===== src/rtl/bnfa_ram.sv =====
// Generic single-port-write, single-port-read RAM with a registered read.
// No dependencies.
`default_nettype none

module bnfa_ram #(
    parameter int WIDTH = 64,
    parameter int DEPTH = 64
) (
    input  wire logic                     i_clk,
    input  wire logic                     i_we,
    input  wire logic [$clog2(DEPTH)-1:0] i_waddr,
    input  wire logic [WIDTH-1:0]         i_wdata,
    input  wire logic                     i_re,
    input  wire logic [$clog2(DEPTH)-1:0] i_raddr,
    output logic      [WIDTH-1:0]         o_rdata
);

    logic [WIDTH-1:0] r_mem [DEPTH];

    always_ff @(posedge i_clk) begin
        if (i_we) begin
            r_mem[i_waddr] <= i_wdata;
        end
        if (i_re) begin
            o_rdata <= r_mem[i_raddr];
        end
    end

endmodule

`default_nettype wire


===== config.mk =====
export PLATFORM = sky130hd
export DESIGN_NAME = bnfa_ram
export DESIGN_NICKNAME = d
export VERILOG_FILES = /design/src/rtl/bnfa_ram.sv
export SDC_FILE = /design/constraint.sdc
export NUM_CORES = 2
export LEC_CHECK = 0
export ABC_CLOCK_PERIOD_IN_PS = 15200
export BUFFER_PORTS_ARGS = -buffer_cell sky130_fd_sc_hd__buf_2
export CAP_MARGIN = 0
export CORE_ASPECT_RATIO = 0.7
export CORE_UTILIZATION = 65
export DETAILED_ROUTE_END_ITERATION = 16
export PLACE_DENSITY_LB_ADDON = 0.15
export SLEW_MARGIN = 20
export SYNTH_ARGS = -nofsm -noshare
export SYNTH_HDL_FRONTEND = slang
export SYNTH_SLANG_ARGS = --single-unit
export TNS_END_PERCENT = 100

===== constraint.sdc =====
create_clock -name i_clk -period 15.2 [get_ports i_clk]
set_input_delay 0.76 -clock i_clk [delete_from_list [all_inputs] [get_ports i_clk]]
set_output_delay 0.76 -clock i_clk [all_outputs]
set_load 0.005 [all_outputs]

* Word level (Yosys, flattened, before mapping)
Memory sizes are Yosys's and may differ from the RTL's. A register that Yosys moved wholly into a read port is not among the register bits.
Cells that the tools add are included.
** Storage, ports and cells
- Memories kept :: 1
- RAM bits :: 4096
- Bits in registers :: 0
** Memories
- r_mem :: depth 64, bits a word 64, read ports 1, clocked after Yosys merged registers in 1, wr ports 1, RTL line 18 : logic [WIDTH-1:0] r_mem [DEPTH];
** Cells by class
- Mux-type cells :: 2
** Operator list (count)
- 1-bit two-way mux :: 2

* Logic depth before layout (Yosys ltp)
- Depth in word-level cells :: 2
- Depth in mapped cells :: 9
- Depth with buffers taken out :: 5

* Worst setup path after synthesis
Ideal clock, no wire load.
- Path kind :: input to register
- Start :: in i_waddr[3]
- End :: mem r_mem[48][0] (enable)
- Path buffers :: 1
- Slack :: 9.004 ns
- Arrival time :: 5.632 ns
- Cell stages on the path :: 4
- Library setup time :: 0.564 ns
- Cells stage by stage :: clkbuf_1 > nor2b_1 > nand4b_1 > nor3_1
** RTL lines
- from (decl) :: RTL line 11 : input wire logic [$clog2(DEPTH)-1:0] i_waddr,
- to (decl) :: RTL line 18
No word-level cell before the write port.

==> results.toml <==
[clock_tree]
cts_tree = "done"
postCtsSetupBuffers = 0
cts_resized = 0
clock_path_buffers = 4
htreeDepth = 5
cts_root_buf = "clkbuf_16"
clock_latency_ns = 0.93
cts_hold_buf = 0
path_clk_slew_ns = 0.07
cts_sinks = 4160
cts_buffers = 368

[final_layout]
fin_nets = 7032
multi_input_area_um2 = 30800
finalNonFillerCells = 10500
seqCellArea_um2 = 125000
fill_cells = 13100
drive_above_1_share = 0.276
syn2layout_area_growth_pct = 10.9

[synthesis]
syn_area_um2 = 157000
yosysSeqAreaShare = 0.796
ys_seq_elements = 4160
synth_cell_types = 32
syn_inst = 6598
yosysWarnings = 0
synth_nets = 6677
avgSynthCellArea_um2 = 23.8

[sta]
slew-limit-headroom = 0.173
min_period_ns = 4.80
worst_slack_ns = 10.40
rsz0062_at_grt = "false"
slew_viol_final = 0
setup_viol_count_final = 0
timing.final.crit_share = 0.316
whs_ns = 0.283
final_hold_viol_count = 0
fin_skew_ns = 0.0323
max_freq_ghz = 0.208
finalSetupTns_ns = 0
tightest_slew_ns = 1.24

[detailed_routing]
vias = 78600
wl_per_cell_um = 41.0
ant_nets = 0
drt-total-wl_mm = 429
first_iter_violations = 14000
drc = 0
drt_pre_antenna_iters = 6
vias_per_cell = 7.51

[floorplan]
core_area_um2 = 239000
fp-row-count = 150
dieWidth_um = 589
boundaryPins = 143
die_area_um2 = 244000
die_y_um = 413
start_util = 0.656

[setup_path]
cp.required_ns = 15.79
path_class = "primary input to register"
start_kind = "primary input"
crit_family = "buffers and inverters"
worstSetupEndpointType = "register"
critPathMaxStageDelay_ns = 0.81
ff2ff_setup_slack_ns = 12.83
regToRegEndpoint = "o_rdata[44]"
crit_path_top_delay_cell = "buf_4"
path_cells = "buf_12, buf_12, buf_4, buf_4, mux4_2, mux2i_1, nand2_1, a41oi_1, a211oi_1"
crit_arrival_ns = 5.38
r2r-start = "r_mem[3][44]"
critPathMaxFanout = 86
crit_buf_inv = 4
r2r_cells = 4

[grt]
antenna_found_initial = 37
grt_max_degree = 127
grt_pass1_vias = 75400
grt_overflow_total = 0
grt_pass1_wl_mm = 590
grt_usage = 0.356

[placement]
dp_hpwl_mm = 219
io_buffer_count = 142
place_ws_ns = 9.52
dpl.cell_count = 9769
place_congestion = 0.791

[power]
cellLeakagePower_nw = 54.1
power_mw = 23.0
p_per_area_nw_per_um2 = 132
ir_drop_mv = 0.158

[worst_hold_path]
min_path_cells = 1
hp-class = "primary input to register"
min_to = "r_mem[33][37]"
hp-start = "i_wdata[37]"

[outcome]
status = "finished clean"

[run]
maxCapViolations = 0
## power by group
group          internal, mW  switching (mW)  leakage [nW]
sequential             12.7          0.0458          37.5
clock                  5.11            4.07          5.70
combinational         0.384           0.670          11.0
total                  18.2            4.79          54.1
## flip-flops by register name, summed over array words and instances (netlist names)
register,cells
r_mem,4096
o_rdata,64
## synth_stat cells
cell,number,area share
a2bb2oi_1,19,0.0011
buf_1,20,0.00048
a41oi_1,26,0.0015
nand4b_1,1,0.000056
mux4_2,1024,0.15
mux2i_1,135,0.0086
nand3_1,45,0.0014
o22ai_1,83,0.0033
nand3b_1,2,0.000096
a22oi_1,168,0.0080
a31oi_1,18,0.00072
nor2_1,112,0.0027
nand2b_1,11,0.00044
or2_2,28,0.0011
o221ai_1,38,0.0021
buf_4,34,0.0016
or3_1,29,0.0012
nor3_1,2,0.000064
a22o_1,88,0.0049
buf_6,6,0.00043
and3_1,64,0.0026
inv_1,19,0.00045
a211oi_1,63,0.0030
nand2_1,58,0.0014
nand4_1,2,0.000080
edfxtp_1,4160,0.80
buf_2,170,0.0054
nor2b_1,28,0.0011
and2_1,3,0.00012
clkbuf_1,140,0.0033
a31o_1,1,0.000056
or3b_2,1,0.000056
## stage by stage
step           cell area [µm²]   util
5_1_grt                 174000  0.726
3_3_place_gp            162000  0.677
6_report                174000  0.727
2_1_floorplan           157000      -
3_5_place_dp            162000  0.677
4_1_cts                 174000  0.726
## per-layer routing
| layer | part of all wire | routed length (µm) | track usage | vias up |
|---|---|---|---|---|
| met4 | 0.036 | 15600 | 0.118 | 14 |
| met3 | 0.15 | 63700 | 0.0946 | 903 |
| met1 | 0.37 | 158000 | 0.539 | 41800 |
| met5 | 0.00023 | 99 | 0 | - |
| met2 | 0.45 | 192000 | 0.517 | 6656 |
| li1 | - | - | - | 29200 |
## area by class of cell
type | instances | area share
timing repair buffer | 355 | 0.0146
clock buffer | 443 | 0.0558
sequential | 4160 | 0.718
clock inverter | 221 | 0.0112
inverter | 19 | 0.000410
multi-input combinational | 2049 | 0.177
tap | 3192 | 0.0229
antenna | 24 | 0.000345
## worst register-to-register path: cells and delay by family, from the launching register on
| family | cells | cell delay, ns |
|---|---|---|
| simple gates | 1 | 0.29 |
| mux | 1 | 0.48 |
| compound gates | 2 | 0.97 |
| flops | 1 | 0.37 |
## cell usage in the layout, fill, tap and decap left out, types with 64 or more instances in the layout
master,instances
a22o_1,88
a22oi_1,168
and3_1,64
buf_2,132
buf_4,207
clkbuf_1,65
clkbuf_16,378
clkinv_1,89
clkinv_2,68
edfxtp_1,4160
mux2i_1,135
mux4_2,1024
nor2_4,65
o22ai_1,83
## worst max-delay path by stage
stage | slack, ns | cells past startpoint | to | from
2_1_floorplan | 9.00 | 4 | r_mem[48][0] | i_waddr[3]
3_3_place_gp | 9.64 | 9 | o_rdata[8] | i_raddr[0]
3_5_place_dp | 9.52 | 9 | o_rdata[8] | i_raddr[0]
4_1_cts | 10.50 | 9 | o_rdata[8] | i_raddr[0]
5_1_grt | 10.07 | 9 | o_rdata[8] | i_raddr[0]
6_report | 10.40 | 9 | o_rdata[8] | i_raddr[0]
## logic make-up after synthesis
group | after synthesis | share of synthesized area
AOI/OAI and AO/OA | 504 | 0.0247
buffers and inverters | 389 | 0.0118
DFF | 4160 | 0.796
muxes | 1159 | 0.156
and+or+nand+nor | 386 | 0.0123
(Power assumes the default switching activity.)
